**config.mk**
```make
export PLATFORM = sky130hd
export DESIGN_NAME = bus_packet_receiver_flat
export DESIGN_NICKNAME = d
export VERILOG_FILES = /design/src/rtl/bpr_pkg.sv /design/src/rtl/bpr_if.sv /design/src/rtl/bus_packet_receiver.sv /design/src/rtl/bpr_core.sv /design/src/rtl/bpr_out_reg.sv /design/src/flat_wrapper.sv
export SDC_FILE = /design/constraint.sdc
export NUM_CORES = 1
export LEC_CHECK = 0
export BUFFER_PORTS_ARGS = -buffer_cell sky130_fd_sc_hd__buf_2
export CELL_PAD_IN_SITES_DETAIL_PLACEMENT = 0
export CELL_PAD_IN_SITES_GLOBAL_PLACEMENT = 1
export CORE_MARGIN = 3
export CORE_UTILIZATION = 36
export CTS_CLUSTER_SIZE = 40
export DETAILED_ROUTE_END_ITERATION = 8
export GPL_ROUTABILITY_DRIVEN = 0
export HOLD_SLACK_MARGIN = 0.12
export PLACE_DENSITY = 0.77
export SYNTH_ARGS = -nofsm -noshare
export SYNTH_HDL_FRONTEND = slang
export SYNTH_SLANG_ARGS = --single-unit
export TNS_END_PERCENT = 30
```
**constraint.sdc**
```tcl
create_clock -name clk -period 4.5 [get_ports clk]
set_clock_uncertainty 0.1 [all_clocks]
set_input_delay 1.35 -clock clk [delete_from_list [all_inputs] [get_ports clk]]
set_output_delay 1.35 -clock clk [all_outputs]
set_load 0.01 [all_outputs]
```
**src/rtl/bpr_pkg.sv**
```systemverilog
// bus packet receiver package: word codes, preamble positions and shared types
// no dependencies
`default_nettype none

package bpr_pkg;

  // result kinds
  localparam logic [1:0] KIND_DATA    = 2'd0;
  localparam logic [1:0] KIND_EMPTY   = 2'd1;
  localparam logic [1:0] KIND_HDR_ERR = 2'd2;
  localparam logic [1:0] KIND_TIMEOUT = 2'd3;

  // input actions
  localparam logic ACT_BYTE = 1'b0;
  localparam logic ACT_TICK = 1'b1;

  // configuration register indexes
  localparam logic [1:0] REG_OWN_ADDR   = 2'd0;
  localparam logic [1:0] REG_BCAST_ADDR = 2'd1;
  localparam logic [1:0] REG_TIMEOUT    = 2'd2;

  // preamble layout, byte positions within the packet
  localparam int PosW = 9;
  localparam logic [PosW-1:0] POS_START     = 9'd0;
  localparam logic [PosW-1:0] POS_SYNC_MARK = 9'd5;   // first five bytes are zero sync
  localparam logic [PosW-1:0] POS_ADDR      = 9'd6;
  localparam logic [PosW-1:0] POS_SUB       = 9'd7;
  localparam logic [PosW-1:0] POS_CODE      = 9'd8;
  localparam logic [PosW-1:0] POS_LEN       = 9'd9;
  localparam logic [PosW-1:0] PREAMBLE_BYTES = 9'd10;

  localparam logic [7:0] SYNC_ZERO = 8'h00;
  localparam logic [7:0] SYNC_MARK = 8'hFF;

  // reset values of the configuration registers
  localparam logic [7:0]  OWN_ADDR_RST  = 8'd0;
  localparam logic [7:0]  BCAST_ADDR_RST = 8'd255;
  localparam logic [15:0] TIMEOUT_RST   = 16'd100;

  typedef struct packed {
    logic [7:0]  own_address;
    logic [7:0]  broadcast_address;
    logic [15:0] timeout_ticks;
  } cfg_t;

  typedef struct packed {
    logic       action;
    logic [7:0] rx_byte;
  } item_t;

  typedef struct packed {
    logic [1:0] kind;
    logic [7:0] data_byte;
    logic [7:0] data_index;
    logic       last;
    logic [7:0] packet_code;
    logic [7:0] sub_address;
    logic       is_broadcast;
    logic       not_for_us;
  } res_t;

endpackage

`default_nettype wire

```
**src/rtl/bpr_if.sv**
```systemverilog
// channel interfaces of the bus packet receiver: input words, result words, config writes
// no dependencies
`default_nettype none

interface bpr_in_if;
  logic       valid;
  logic       ready;
  logic       action;
  logic [7:0] rx_byte;

  modport source (output valid, output action, output rx_byte, input ready);
  modport sink (input valid, input action, input rx_byte, output ready);
endinterface

interface bpr_out_if;
  logic       valid;
  logic       ready;
  logic [1:0] kind;
  logic [7:0] data_byte;
  logic [7:0] data_index;
  logic       last;
  logic [7:0] packet_code;
  logic [7:0] sub_address;
  logic       is_broadcast;
  logic       not_for_us;

  modport source (output valid, output kind, output data_byte, output data_index,
                  output last, output packet_code, output sub_address,
                  output is_broadcast, output not_for_us, input ready);
  modport sink (input valid, input kind, input data_byte, input data_index,
                input last, input packet_code, input sub_address,
                input is_broadcast, input not_for_us, output ready);
endinterface

interface bpr_cfg_if;
  logic        valid;
  logic        ready;
  logic [1:0]  index;
  logic [15:0] data;

  modport source (output valid, output index, output data, input ready);
  modport sink (input valid, input index, input data, output ready);
endinterface

`default_nettype wire

```
**src/rtl/bus_packet_receiver.sv**
```systemverilog
// Bus packet receiver. Takes one word per clock (a received byte or a time tick) and
// gives at most one result word for it. A word passes an input register, the decode
// logic and a result register, which offers its result on the output channel;
// throughput is one word per cycle while the result side keeps taking words. A stall on
// the result side holds the word in the input register, after which rx.ready drops.
// Config writes are always taken and belong only to times when no packet work is pending.
// depends on bpr_pkg, bpr_if, bpr_core and bpr_out_reg
`default_nettype none

module bus_packet_receiver (
  input  wire logic  clk,
  input  wire logic  rst,
  bpr_in_if.sink     rx,
  bpr_out_if.source  res,
  bpr_cfg_if.sink    cfg
);
  import bpr_pkg::*;

  logic  in_valid;
  item_t in_item;
  cfg_t  cfg_regs;
  res_t  core_res;
  logic  core_has_res;
  logic  out_free;
  logic  step;

  // config registers
  assign cfg.ready = 1'b1;

  always_ff @(posedge clk) begin
    if (rst) begin
      cfg_regs.own_address       <= OWN_ADDR_RST;
      cfg_regs.broadcast_address <= BCAST_ADDR_RST;
      cfg_regs.timeout_ticks     <= TIMEOUT_RST;
    end else if (cfg.valid) begin
      case (cfg.index)
        REG_OWN_ADDR:   cfg_regs.own_address       <= cfg.data[7:0];
        REG_BCAST_ADDR: cfg_regs.broadcast_address <= cfg.data[7:0];
        REG_TIMEOUT:    cfg_regs.timeout_ticks     <= cfg.data;
        default: begin
        end
      endcase
    end
  end

  // word moves on when it makes no result or the result register has room
  assign step     = in_valid && (!core_has_res || out_free);
  assign rx.ready = !in_valid || step;

  // input register
  always_ff @(posedge clk) begin
    if (rst) begin
      in_valid <= 1'b0;
    end else if (rx.valid && rx.ready) begin
      in_valid <= 1'b1;
    end else if (step) begin
      in_valid <= 1'b0;
    end
  end

  always_ff @(posedge clk) begin
    if (rx.valid && rx.ready) begin
      in_item.action  <= rx.action;
      in_item.rx_byte <= rx.rx_byte;
    end
  end

  bpr_core u_core (
    .clk     (clk),
    .rst     (rst),
    .item    (in_item),
    .cfg     (cfg_regs),
    .step    (step),
    .res     (core_res),
    .has_res (core_has_res)
  );

  bpr_out_reg u_out (
    .clk     (clk),
    .rst     (rst),
    .load    (step && core_has_res),
    .res     (core_res),
    .free    (out_free),
    .res_out (res)
  );

endmodule

`default_nettype wire

```
**src/rtl/bpr_core.sv**
```systemverilog
// packet decode: byte position tracking, header check, timeout and result building
// depends on bpr_pkg
`default_nettype none

module bpr_core (
  input  wire logic          clk,
  input  wire logic          rst,
  input  wire bpr_pkg::item_t item,
  input  wire bpr_pkg::cfg_t  cfg,
  input  wire logic          step,
  output bpr_pkg::res_t      res,
  output logic               has_res
);
  import bpr_pkg::*;

  logic [PosW-1:0] pos, pos_next;
  logic            header_good, header_good_next;
  logic [7:0]      target_address, target_address_next;
  logic [7:0]      sub_addr_reg, sub_addr_reg_next;
  logic [7:0]      code_reg, code_reg_next;
  logic [7:0]      data_length, data_length_next;
  logic [15:0]     idle_ticks, idle_ticks_next;

  logic            bc;
  logic            nfu;
  logic [PosW-1:0] pos_plus_one;
  logic [PosW-1:0] data_idx;
  logic            fin;
  logic            hg;
  res_t            info_res;
  res_t            bare_res;

  // address match flags
  assign bc  = (target_address == cfg.broadcast_address);
  assign nfu = !bc && (target_address != cfg.own_address);

  assign pos_plus_one = pos + 9'd1;
  assign data_idx     = pos - PREAMBLE_BYTES;
  // idx + 1 >= length, with idx + 1 = pos - 9
  assign fin          = ((pos - POS_LEN) >= {1'b0, data_length});

  // result templates: with packet info, and bare (error or timeout)
  always_comb begin
    info_res              = '0;
    info_res.packet_code  = code_reg;
    info_res.sub_address  = sub_addr_reg;
    info_res.is_broadcast = bc;
    info_res.not_for_us   = nfu;
    bare_res              = '0;
    bare_res.last         = 1'b1;
  end

  // next state and result
  always_comb begin
    pos_next            = pos;
    header_good_next    = header_good;
    target_address_next = target_address;
    sub_addr_reg_next   = sub_addr_reg;
    code_reg_next       = code_reg;
    data_length_next    = data_length;
    idle_ticks_next     = idle_ticks;
    hg                  = header_good;
    res                 = '0;
    has_res             = 1'b0;

    if (item.action == ACT_TICK) begin
      if (pos != POS_START) begin
        if (idle_ticks >= cfg.timeout_ticks) begin
          res           = bare_res;
          res.kind      = KIND_TIMEOUT;
          has_res       = 1'b1;
          pos_next        = POS_START;
          idle_ticks_next = '0;
        end else begin
          idle_ticks_next = idle_ticks + 16'd1;
        end
      end
    end else begin
      idle_ticks_next = '0;
      if (pos < PREAMBLE_BYTES) begin
        pos_next = pos_plus_one;
        if (pos == POS_START) begin
          hg = 1'b1;
        end
        if (pos < POS_SYNC_MARK) begin
          if (item.rx_byte != SYNC_ZERO) begin
            hg = 1'b0;
          end
        end else if (pos == POS_SYNC_MARK) begin
          if (item.rx_byte != SYNC_MARK) begin
            hg = 1'b0;
          end
        end else if (pos == POS_ADDR) begin
          target_address_next = item.rx_byte;
        end else if (pos == POS_SUB) begin
          sub_addr_reg_next = item.rx_byte;
        end else if (pos == POS_CODE) begin
          code_reg_next = item.rx_byte;
        end else begin
          data_length_next = item.rx_byte;
          // empty packet ends on the length byte
          if (item.rx_byte == 8'd0) begin
            has_res  = 1'b1;
            pos_next = POS_START;
            if (hg) begin
              res      = info_res;
              res.kind = KIND_EMPTY;
              res.last = 1'b1;
            end else begin
              res      = bare_res;
              res.kind = KIND_HDR_ERR;
            end
          end
        end
        header_good_next = hg;
      end else begin
        // data phase
        if (fin) begin
          has_res  = 1'b1;
          pos_next = POS_START;
          if (header_good) begin
            res            = info_res;
            res.kind       = KIND_DATA;
            res.data_byte  = item.rx_byte;
            res.data_index = data_idx[7:0];
            res.last       = 1'b1;
          end else begin
            res      = bare_res;
            res.kind = KIND_HDR_ERR;
          end
        end else begin
          pos_next = pos_plus_one;
          if (header_good) begin
            has_res        = 1'b1;
            res            = info_res;
            res.kind       = KIND_DATA;
            res.data_byte  = item.rx_byte;
            res.data_index = data_idx[7:0];
          end
        end
      end
    end
  end

  // state registers
  always_ff @(posedge clk) begin
    if (rst) begin
      pos            <= POS_START;
      header_good    <= 1'b1;
      target_address <= '0;
      sub_addr_reg   <= '0;
      code_reg       <= '0;
      data_length    <= '0;
      idle_ticks     <= '0;
    end else if (step) begin
      pos            <= pos_next;
      header_good    <= header_good_next;
      target_address <= target_address_next;
      sub_addr_reg   <= sub_addr_reg_next;
      code_reg       <= code_reg_next;
      data_length    <= data_length_next;
      idle_ticks     <= idle_ticks_next;
    end
  end

endmodule

`default_nettype wire

```
**src/rtl/bpr_out_reg.sv**
```systemverilog
// result register driving the output channel
// depends on bpr_pkg and bpr_if
`default_nettype none

module bpr_out_reg (
  input  wire logic          clk,
  input  wire logic          rst,
  input  wire logic          load,
  input  wire bpr_pkg::res_t res,
  output logic               free,
  bpr_out_if.source          res_out
);
  import bpr_pkg::*;

  logic valid;
  res_t data;

  // slot can take a word when empty or emptied this cycle
  assign free = !valid || res_out.ready;

  always_ff @(posedge clk) begin
    if (rst) begin
      valid <= 1'b0;
    end else if (load) begin
      valid <= 1'b1;
    end else if (res_out.ready) begin
      valid <= 1'b0;
    end
  end

  always_ff @(posedge clk) begin
    if (load) begin
      data <= res;
    end
  end

  assign res_out.valid        = valid;
  assign res_out.kind         = data.kind;
  assign res_out.data_byte    = data.data_byte;
  assign res_out.data_index   = data.data_index;
  assign res_out.last         = data.last;
  assign res_out.packet_code  = data.packet_code;
  assign res_out.sub_address  = data.sub_address;
  assign res_out.is_broadcast = data.is_broadcast;
  assign res_out.not_for_us   = data.not_for_us;

endmodule

`default_nettype wire
```
**src/flat_wrapper.sv**
```systemverilog
// flat-port wrapper written by rule: the top's interface ports become plain ports
module bus_packet_receiver_flat import bpr_pkg::*;
  (clk, rst, rx_valid, rx_action, rx_rx_byte, rx_ready, res_valid, res_kind, res_data_byte, res_data_index, res_last, res_packet_code, res_sub_address, res_is_broadcast, res_not_for_us, res_ready, cfg_valid, cfg_index, cfg_data, cfg_ready);
  bpr_in_if rx_i ();
  bpr_out_if res_i ();
  bpr_cfg_if cfg_i ();
  input  wire logic clk;
  input  wire logic rst;
  input wire logic [$bits(rx_i.valid)-1:0] rx_valid;
  input wire logic [$bits(rx_i.action)-1:0] rx_action;
  input wire logic [$bits(rx_i.rx_byte)-1:0] rx_rx_byte;
  output wire logic [$bits(rx_i.ready)-1:0] rx_ready;
  output wire logic [$bits(res_i.valid)-1:0] res_valid;
  output wire logic [$bits(res_i.kind)-1:0] res_kind;
  output wire logic [$bits(res_i.data_byte)-1:0] res_data_byte;
  output wire logic [$bits(res_i.data_index)-1:0] res_data_index;
  output wire logic [$bits(res_i.last)-1:0] res_last;
  output wire logic [$bits(res_i.packet_code)-1:0] res_packet_code;
  output wire logic [$bits(res_i.sub_address)-1:0] res_sub_address;
  output wire logic [$bits(res_i.is_broadcast)-1:0] res_is_broadcast;
  output wire logic [$bits(res_i.not_for_us)-1:0] res_not_for_us;
  input wire logic [$bits(res_i.ready)-1:0] res_ready;
  input wire logic [$bits(cfg_i.valid)-1:0] cfg_valid;
  input wire logic [$bits(cfg_i.index)-1:0] cfg_index;
  input wire logic [$bits(cfg_i.data)-1:0] cfg_data;
  output wire logic [$bits(cfg_i.ready)-1:0] cfg_ready;
  assign rx_i.valid = rx_valid;
  assign rx_i.action = rx_action;
  assign rx_i.rx_byte = rx_rx_byte;
  assign rx_ready = rx_i.ready;
  assign res_valid = res_i.valid;
  assign res_kind = res_i.kind;
  assign res_data_byte = res_i.data_byte;
  assign res_data_index = res_i.data_index;
  assign res_last = res_i.last;
  assign res_packet_code = res_i.packet_code;
  assign res_sub_address = res_i.sub_address;
  assign res_is_broadcast = res_i.is_broadcast;
  assign res_not_for_us = res_i.not_for_us;
  assign res_i.ready = res_ready;
  assign cfg_i.valid = cfg_valid;
  assign cfg_i.index = cfg_index;
  assign cfg_i.data = cfg_data;
  assign cfg_ready = cfg_i.ready;
  bus_packet_receiver u_core (.clk(clk), .rst(rst), .rx(rx_i), .res(res_i), .cfg(cfg_i));
endmodule
```
---- Yosys cells after proc, flatten, opt, wreduce, memory -nomap -nowiden ----
Cells that the tools add are included.
word-level totals
  bits in registers ....................... 138
  latch bits .............................. 0
  memory bits (writable) .................. 0
  ROM bits ................................ 0
  input port bits ......................... 32
  word-level logic and storage cells ...... 126
  memories ................................ 0
operators by class
  $add $sub $neg .......................... 4
  multiply operators ...................... 0
  div/mod/pow operators ................... 0
  order comparisons ....................... 4
  eq/ne operators ......................... 11
  shifts and indexed selects .............. 0
  mux-type cells .......................... 51
  bitwise operators ....................... 6
  reduce and logical (&&, ||, !) cells .... 28
operator list
  cell                     count
  $mux W37                 13
  $mux W9                  11
  $mux W16                 3
  $mux W35                 1
  $eq A9 B3 Y1 const B     3
  $mux W1                  23
  $add A16 B1 Y16 const B  1
  $ge A16 B16 Y1           1
  $reduce_and A8 Y1        2
  $add A9 B1 Y9 const B    1
  $eq A9 B4 Y1 const B     1
  $ge A9 B8 Y1             1
  $logic_not A9 Y1         1
  $lt A9 B3 Y1 const B     1
  $lt A9 B4 Y1 const B     1
  $reduce_bool A9 Y1       1
  $sub A9 B4 Y9 const B    1
  $eq A8 B8 Y1             1
  $logic_not A8 Y1         1
  $ne A8 B8 Y1             1
  $ne A8 B8 Y1 const B     1
  $reduce_and A2 Y1        4
  $reduce_bool A8 Y1       1
  $sub A8 B4 Y8 const B    1
  12 further kinds         28

---- Longest topological paths before layout ----
Gate-level depths: netlist of run 1.
  depth in word-level cells ............... 15
  gate-level depth with buffers ........... 17

---- Modules after synthesis ----
Synthesis of run 1 repeated with hierarchy kept, for this count alone.
unflattened totals
  cells, all modules ...................... 661
  area, all modules ....................... 6,718.9 um^2
by module, submodules not included
  module               times used  cells each  area each (um^2)
  bpr_core             1           467         3,858.7
  bus_packet_receiver  1           153         1,702.9
  bpr_out_reg          1           41          1,157.4

---- Worst setup path before layout of run 1 ----
No wires, ideal clock.
  path kind ............................... reg-to-reg
  start point ............................. reg u_core.u_core.pos[2]
  end point ............................... reg u_core.u_out.data (netlist bit u_core.u_out.res_out.data_byte[0]) (enable)
  library setup time ...................... 431 ps
  data arrival time ....................... 4,204 ps
  data required time ...................... 3,969 ps
  setup slack ............................. -236 ps
  cell stages (with the launch flop) ...... 17
  buffers on the path ..................... 2
  path through ............................ dfxtp_1 clkbuf_1 inv_1 ha_1 nand2_1 nand2_1 and2_1 nor2_1 xor2_1 ha_1 o2111ai_1 o21ai_0 a21oi_1 o211ai_1 buf_2 nand3_1 nor2_1
on the way
  cells in the longest elaborated chain, start to end .. 12
  elaborated cells between the ends (all ways) .. 22
  classes of those cells .................. add/sub: 1; order compare: 3; eq/ne: 4; mux: 9; reduce/logical: 5
RTL lines
  item                                                                   line                       text
  start: declaration                                                     bpr_core.sv:16             logic [PosW-1:0] pos, pos_next;
  start signal: assignment                                               bpr_core.sv:156            pos <= pos_next;
  parallel branches: the longest is 7 deep, another holds $sub A9 B4 Y9  n/a
  $mux W1 *                                                              bpr_core.sv:66             if (item.action == ACT_TICK) begin
  $logic_not A1 Y1                                                       bus_packet_receiver.sv:47  assign step = in_valid && (!core_has_res || out_free);
  $logic_or A1 B1 Y1                                                     bus_packet_receiver.sv:47
  $logic_and A1 B1 Y1                                                    bus_packet_receiver.sv:47
  $logic_and A1 B1 Y1 *                                                  bus_packet_receiver.sv:81  .load (step && core_has_res),
  net u_core.u_out.load                                                  bpr_out_reg.sv:8           input wire logic load,
  end signal: assignment                                                 bpr_out_reg.sv:33          data <= res;
  end: declaration                                                       bpr_out_reg.sv:16          res_t data;
Mark *: on every way through the listed nets, which the timed path passes.
A chain may end at the register's enable or synchronous reset.

---- Worst setup path after layout of run 1 ----
  start point ............................. reg u_core.u_core.pos[1]
  end point ............................... out rx_ready
on the way
  cells in the longest elaborated chain, start to end .. 12
  elaborated cells between the ends (all ways) .. 22
  classes of those cells .................. add/sub: 1; order compare: 3; eq/ne: 4; mux: 9; reduce/logical: 5
RTL lines
  item                                                                   line                       text
  parallel branches: the longest is 7 deep, another holds $sub A9 B4 Y9  n/a
  $mux W1 *                                                              bpr_core.sv:66
  $logic_not A1 Y1 *                                                     bus_packet_receiver.sv:47
  $logic_or A1 B1 Y1 *                                                   bus_packet_receiver.sv:47
  $logic_and A1 B1 Y1 *                                                  bus_packet_receiver.sv:47
  $logic_or A1 B1 Y1 *                                                   bus_packet_receiver.sv:48  assign rx.ready = !in_valid || step;
  end: declaration                                                       flat_wrapper.sv:12         output wire logic [$bits(rx_i.ready)-1:0] rx_ready;
Every way passes the cells marked *.

==> impl_metrics.yaml, run 1 <==
power:
  power.share.switching_pct: 23.3
  p_clk_share_pct: 47.2
  total_power_uw: 2790
  power_frac_seq_pct: 47.8
  netSwitchingPower_uw: 651
  comb_power_share_pct: 5.0
  power_leakage_uw: 0.00320
  pwrdens_nw_per_um2: 341
  p_int_uw: 2140
  max-vdd-ir-drop_v: 0.000254
worst_setup_path:
  worstSetupEndpointType: "output port"
  required_ns: 3.05
  setup.worst_path.start_class: "register"
  cp_max_fo: 5
  worstSetupPathType: "register to output port"
  worst-endpoint-arrival_ns: 2.92
logic_synthesis:
  post_synth_main_area_contributors: "sky130_fd_sc_hd__dfxtp_1, sky130_fd_sc_hd__edfxtp_1, sky130_fd_sc_hd__ha_1"
  synth-seq-cells: 138
  synth_area_leader_cell: "sky130_fd_sc_hd__dfxtp_1"
  synth_ff_type: "sky130_fd_sc_hd__dfxtp_1"
  post_synth_simple_gate_area_pct: 22.9
  synthXorXnorAreaFrac_pct: 3.17
  synth.avg_cell_area_sq_um: 9.33
  postSynthNetCount: 807
  synthCells: 741
  library_cell_with_the_highest_instance_count_after_synthesis: "sky130_fd_sc_hd__dfxtp_1"
  synth_top_family_by_area: "simple AND/OR/NAND/NOR gates"
  synth.mux.area_fraction_pct: 4.92
  synth.yosys.seq_area_share_pct: 46.6
  synth.cell_area_sq_um: 6920
  netlist.area_leader.share_pct: 26.6
  yosys.cell_types.count: 61
  complex_gate_fraction_of_the_synthesized_area_pct: 11.8
  synthAdderAreaFrac_pct: 6.15
  synth-edff-count: 46
  postSynth.asyncResetShare_pct: 0
  warning_count_from_the_yosys_run: 0
  synth_top_cells_by_count: "sky130_fd_sc_hd__dfxtp_1, sky130_fd_sc_hd__nand2_1, sky130_fd_sc_hd__nor2_1"
sta:
  setup_viol: 0
  max_slew.worst_pin.slew_ns: 1.04
  fmax_mhz: 229
  final_max_slew_viol_count: 0
  fin_setup_tns_ns: 0
  setup_repair_after_global_routing_missed_its_margin: "yes"
  timing.final.crit_period_ns: 4.37
  hold_violations: 0
  post-route-period-util_pct: 97.1
  timing.max_slew.rel_slack_pct: 30.5
clock_network:
  clkSinkCount: 138
  cts_made_buffers: 17
  clock_tree.buffer_depth: 2
  cts-hold-fix-buffers: 0
  cts_root_buf: "sky130_fd_sc_hd__clkbuf_16"
  htreeDepth: 4
  cts_tree: "built"
  worst_skew_pair.late_latency_ns: 0.42
  path_clk_slew_ns: 0.06
drt:
  wire_per_inst_um: 16.1
  detail_route.drc_violations: 0
  detailedRoute.firstPassIterationCount: 5
  route.detailed.vias_per_inst: 5.18
  detail_route.iter0.violations: 381
  routed_wl_um: 17100
  postRouteAntennaNets: 0
  vias: 5487
global_route:
  grt_util_met3_pct: 3.74
  grt_antenna_before_repair: 0
  met1_track_demand_over_resource_pct: 23.1
  grt_max_degree: 54
  use_met2_pct: 26.5
  grt-ovfl-total: 0
  number_of_global_route_vias_before_repair: 5230
  wire_length_of_the_first_global_routing_pass_um: 27400
  global_route.usage.total_pct: 16.8
  global_route.peak_usage_layer: "met2"
finish:
  largest_registers: "u_core.cfg_regs x32, u_core.u_core.idle_ticks x16"
  synthToLayoutAreaGrowth_pct: 18.2
  post-route-cell-area_sq_um: 8170
  finalNonFillerCells: 1060
  antenna_cells: 0
  final_layout_size_suffix_gt1_share_pct: 18.3
  nets: 879
  largest_register_by_flop_count: "u_core.cfg_regs"
  final_core_util_pct: 43.5
  largest_register_ffs: 32
die:
  die_h_um: 145
  floorplan.rows: 50
  die_w_um: 145
  fp.dieArea_sq_um: 20900
  effective_utilization_at_floorplan_pct: 36.8
  io_pins: 72
  core_region_area_sq_um: 18800
hold_path:
  hold_path.class: "register to register"
place:
  placement_stage_cell_area_sq_um: 7520
  port_buffers: 70
  place.detailed.instances: 1025
  dp_hpwl_um: 11900
run:
  max_cap_violations: 0
outcome:
  run_status: "finished, final reports clean"
==> final cells by class <==
cell class                      count  area [sq um]
Multi-Input combinational cell    530          3460
Inverter                           37           141
Clock inverter                     14           119
Tap cell                          234           293
Sequential cell                   138          3230
Timing Repair Buffer               89           493
Fill cell                        1847         10600
Clock buffer                       18           439
==> cell families (layout without fill, tap and decap cells) <==
logic type	count (synthesis)	after routing
AND/OR/NAND/NOR	314	314
flip-flops	138	138
AO/OA/AOI/OAI	122	122
buffers and inverters	73	158
adder cells (fa/ha/maj)	34	34
multiplexers	34	34
XOR/XNOR	25	25
other	1	1
==> stage by stage <==
stage	hold WS [ns]	setup slack, ns
5_1_grt	0.371	-0.0490
3_5_place_dp	0.348	0.344
3_3_place_gp	0.342	0.346
2_1_floorplan	0.336	0.284
4_1_cts	0.356	0.0152
6_report	0.352	0.129
==> metal layers <==
metal | up-vias | share of wire [%]
li1 | 2755 | -
met2 | 100 | 46
met3 | 20 | 3.5
met4 | 0 | 1.9
met1 | 2612 | 49
met5 | - | 0
==> critical path: stages (launching register included) <==
cell and delay [ns]:
sky130_fd_sc_hd__dfxtp_2 0.33, sky130_fd_sc_hd__inv_4 0.09, sky130_fd_sc_hd__ha_2 0.21, sky130_fd_sc_hd__nand2_2 0.06, sky130_fd_sc_hd__and2_4 0.17, sky130_fd_sc_hd__nor2_4 0.11, sky130_fd_sc_hd__xor2_2 0.16, sky130_fd_sc_hd__ha_1 0.28
sky130_fd_sc_hd__a21o_1 0.18, sky130_fd_sc_hd__a21oi_2 0.13, sky130_fd_sc_hd__o21ai_2 0.09, sky130_fd_sc_hd__a21oi_2 0.19, sky130_fd_sc_hd__o211ai_1 0.15, sky130_fd_sc_hd__nand4_1 0.20, sky130_fd_sc_hd__buf_2 0.16
==> what timing repair did <==
action / 4_1_cts / 5_1_grt
pin swaps: 1 / 11
resized for setup: 2 / 22
setup endpoints to repair: 1 / 1
cloned: 0 / 0
buffers inserted: 1 / 2
==> cell usage in the layout, fill, tap and decap left out, types with 5 or more instances in the layout <==
master and count:
sky130_fd_sc_hd__dfxtp_1 90, sky130_fd_sc_hd__nand2_1 83, sky130_fd_sc_hd__buf_2 70, sky130_fd_sc_hd__nor2_1 64, sky130_fd_sc_hd__edfxtp_1 46, sky130_fd_sc_hd__nand3_1 39, sky130_fd_sc_hd__a21oi_1 37, sky130_fd_sc_hd__mux2i_1 34
sky130_fd_sc_hd__inv_1 33, sky130_fd_sc_hd__ha_1 31, sky130_fd_sc_hd__and2_1 27, sky130_fd_sc_hd__buf_4 19, sky130_fd_sc_hd__o21ai_0 17, sky130_fd_sc_hd__nand3b_1 17, sky130_fd_sc_hd__clkbuf_16 17, sky130_fd_sc_hd__nand2b_1 13
sky130_fd_sc_hd__nand4_1 13, sky130_fd_sc_hd__a311oi_1 12, sky130_fd_sc_hd__xor2_1 12, sky130_fd_sc_hd__xnor2_1 12, sky130_fd_sc_hd__and3_1 11, sky130_fd_sc_hd__nor3_1 11, sky130_fd_sc_hd__nor2b_1 8, sky130_fd_sc_hd__a31oi_1 7
sky130_fd_sc_hd__o21a_1 6, sky130_fd_sc_hd__a21o_1 5
==> power by group through the flow <==
| stage | sequential, uW | combinational, uW | clock (uW) |
|---|---|---|---|
| 5_1_grt | 1330 | 157 | 1400 |
| 3_5_place_dp | 1360 | 139 | 0 |
| 2_1_floorplan | 1350 | 83.9 | 0 |
| 3_3_place_gp | 1360 | 138 | 0 |
| 6_report | 1330 | 139 | 1320 |
| 4_1_cts | 1330 | 139 | 1340 |
==> path summary, 6_finish.rpt <==
check / depth (start not counted) / slack [ns] / endpoint / startpoint
worst max register to register: 15 / 1.02 / u_core.u_out.res_out.data_byte[3] / u_core.u_core.pos[1]
worst min register to register: 2 / 0.35 / u_core.cfg_regs[1] / u_core.cfg_regs[1]
worst min-delay path: 2 / 0.35 / u_core.cfg_regs[1] / u_core.cfg_regs[1]
worst max-delay path: 14 / 0.13 / rx_ready / u_core.u_core.pos[1]
Power figures use the tool's default switching activity.
==> run 2, diff against run 1 <==
--- a/config.mk
+++ b/config.mk
@@ -10,11 +10,13 @@
 export CELL_PAD_IN_SITES_GLOBAL_PLACEMENT = 1
 export CORE_MARGIN = 3
 export CORE_UTILIZATION = 36
+export CTS_BUF_LIST = sky130_fd_sc_hd__clkbuf_2 sky130_fd_sc_hd__clkbuf_4 sky130_fd_sc_hd__clkbuf_8
 export CTS_CLUSTER_SIZE = 40
 export DETAILED_ROUTE_END_ITERATION = 8
 export GPL_ROUTABILITY_DRIVEN = 0
 export HOLD_SLACK_MARGIN = 0.12
 export PLACE_DENSITY = 0.77
+export SETUP_SLACK_MARGIN = 0.4
 export SYNTH_ARGS = -nofsm -noshare
 export SYNTH_HDL_FRONTEND = slang
 export SYNTH_SLANG_ARGS = --single-unit
==> run 2 against run 1 <==
  * Fmax shrank 0.78%
  * Wire length grew 1.9%
  * Via count grew 0.35%
  * Clock-buffer cell count shrank 1
  * Combinational power is essentially flat
  * Clock power shrank 23%
  * Sequential share of layout area grew 0.58 points
==> impl_metrics.yaml, run 2 (synthesis results as in run 1) <==
worst_setup_path:
  worstSetupPathType: "register to output port"
  worst-r2r-setup-slack_ns: 1.10
  worst-path-stages: 15
  required_ns: 3.05
  setup.worst_path.start_class: "register"
  worstSetupEndpoint: "rx_ready"
  worst_r2r_endpoint: "u_core.u_out.res_out.packet_code[0]"
  slowest_stage: "sky130_fd_sc_hd__dfxtp_2"
  critPathMaxStageDelay_ns: 0.36
  crit_path_cell_trace: "inv_4 -> ha_4 -> nand2_2 -> nand2_2 -> and2_4 -> nor2_4 -> xor2_1 -> ha_1 -> a21o_1 -> a21oi_2 -> o21ai_2 -> a21oi_2 -> o211ai_1 -> nand4_1 -> buf_2"
  reg2regPathDepth: 12
  cp_top_family: "compound AO/OA/AOI/OAI gates"
  cp_max_fo: 4
  worstSetupStartpoint: "u_core.u_core.pos[1]"
  worst-endpoint-arrival_ns: 2.96
  worstSetupEndpointType: "output port"
  reg2reg_from: "u_core.u_core.pos[5]"
  sum_of_buffers_and_inverters_on_the_critical_path: 2
finish:
  finalNonFillerCells: 1064
  mostFrequentLayoutCells: "sky130_fd_sc_hd__dfxtp_1, sky130_fd_sc_hd__nand2_1, sky130_fd_sc_hd__buf_2"
  seqCellArea_sq_um: 3230
  final_layout_size_suffix_gt1_share_pct: 19.0
  synthToLayoutAreaGrowth_pct: 16.5
  largest_register_ffs: 32
  final.fill_count: 1881
  final_common_cell: "sky130_fd_sc_hd__dfxtp_1"
  antenna_cells: 0
  largest_register_by_flop_count: "u_core.cfg_regs"
  nets: 883
  largest_registers: "u_core.cfg_regs x32, u_core.u_core.idle_ticks x16"
  multi_input_area_sq_um: 3490
sta:
  setup_viol: 0
  fmax_mhz: 227
  timing.final.crit_period_ns: 4.41
  final.hold.worst_slack_ns: 0.357
  post-route-period-util_pct: 97.9
  setup_repair_after_global_routing_missed_its_margin: "yes"
  timing.max_slew.rel_slack_pct: 30.3
  hold_violations: 0
  max_slew.worst_pin.slew_ns: 1.04
  final_max_slew_viol_count: 0
drt:
  route.detailed.vias_per_inst: 5.17
  detail_route.iter0.violations: 272
  postRouteAntennaNets: 0
  routed_wl_um: 17400
  detail_route.drc_violations: 0
  vias: 5506
  detailedRoute.firstPassIterationCount: 7
  wire_per_inst_um: 16.3
clock_network:
  clkSinkCount: 138
  cts_made_buffers: 17
  cts_root_buf: "sky130_fd_sc_hd__clkbuf_8"
  cts-hold-fix-buffers: 0
  htreeDepth: 4
  worst_skew_pair.late_latency_ns: 0.47
  path_clk_slew_ns: 0.08
  clock_tree.buffer_depth: 2
  cts_tree: "built"
global_route:
  grt-ovfl-total: 0
  grt_antenna_before_repair: 0
  global_route.usage.total_pct: 17.3
  wire_length_of_the_first_global_routing_pass_um: 28100
  number_of_global_route_vias_before_repair: 5303
  grt_max_degree: 52
power:
  max-vdd-ir-drop_v: 0.000194
  power_leakage_uw: 0.00314
  pwrdens_nw_per_um2: 308
  total_power_uw: 2480
die:
  floorplan.rows: 50
  effective_utilization_at_floorplan_pct: 36.8
  die_w_um: 145
  core_region_area_sq_um: 18800
  io_pins: 72
  fp.dieArea_sq_um: 20900
  die_h_um: 145
place:
  port_buffers: 70
  dp_hpwl_um: 12000
  place.detailed.instances: 1025
hold_path:
  hold_path.class: "register to register"
  hold_path.startpoint: "u_core.cfg_regs[1]"
run:
  max_cap_violations: 0
outcome:
  run_status: "finished, final reports clean"
==> run 2: cell types whose count changed in the layout (fill, tap and decap cells not counted), sizes merged <==
cell / delta
inv: +9
clkbuf: -1
clkinv: -7
clkinvlp: -1
buf: +4
==> run 2: power breakdown <==
part / internal, uW / leakage [uW] / switching, uW
registers: 1310 / 0.00115 / 24.1
logic: 55.9 / 0.00179 / 86.0
clock network: 458 / 0.000202 / 551
total: 1820 / 0.00314 / 662
==> run 2: per-stage QoR <==
step	setup slack, ns	TNS [ns]	util, %	area (sq um)
CTS	0.114	0	42.8	8030
global placement	0.352	0	40.1	7520
global route	-0.0451	-0.0451	42.9	8050
finish	0.0949	0	42.9	8050
floorplan	0.400	0	-	6920
detailed placement	0.313	0	40.1	7520
==> run 2: metal layers <==
layer,track usage [%],vias up,wire length (um)
met2,27.6,100,8110
li1,-,2770,-
met4,5.45,0,290
met1,23.3,2615,8400
met5,0,-,0
met3,3.94,21,572
==> run 2: final cells by class <==
class                      instances  share of cell area [%]
clock buffer                      17                    2.91
clock inverter                    15                    1.83
inverter                          37                    1.79
multi-input combinational        530                    43.3
sequential                       138                    40.0
tap                              234                    3.64
timing repair buffer              93                    6.49
==> run 2: worst min-delay path: cells and delay by family, from the launching register on <==
kind | cells | cell delay, ns
DFF | 1 | 0.32
and+or+nand+nor | 1 | 0.05
AOI/OAI and AO/OA | 1 | 0.05
==> run 2: worst min-delay path by stage <==
| stage | end | slack [ns] | cells after the start |
|---|---|---|---|
| 2_1_floorplan | u_core.cfg_regs[10] | 0.34 | 2 |
| 3_3_place_gp | u_core.cfg_regs[1] | 0.34 | 2 |
| 3_5_place_dp | u_core.cfg_regs[11] | 0.35 | 2 |
| 4_1_cts | u_core.cfg_regs[11] | 0.36 | 2 |
| 5_1_grt | u_core.cfg_regs[1] | 0.37 | 2 |
| 6_report | u_core.cfg_regs[1] | 0.36 | 2 |
==> run 2: what timing repair did <==
item                                    4_1_cts  5_1_grt
pin swaps                                    14        8
setup buffers                                 6        1
endpoints found under the setup margin        1        1
resized for setup                            24        4
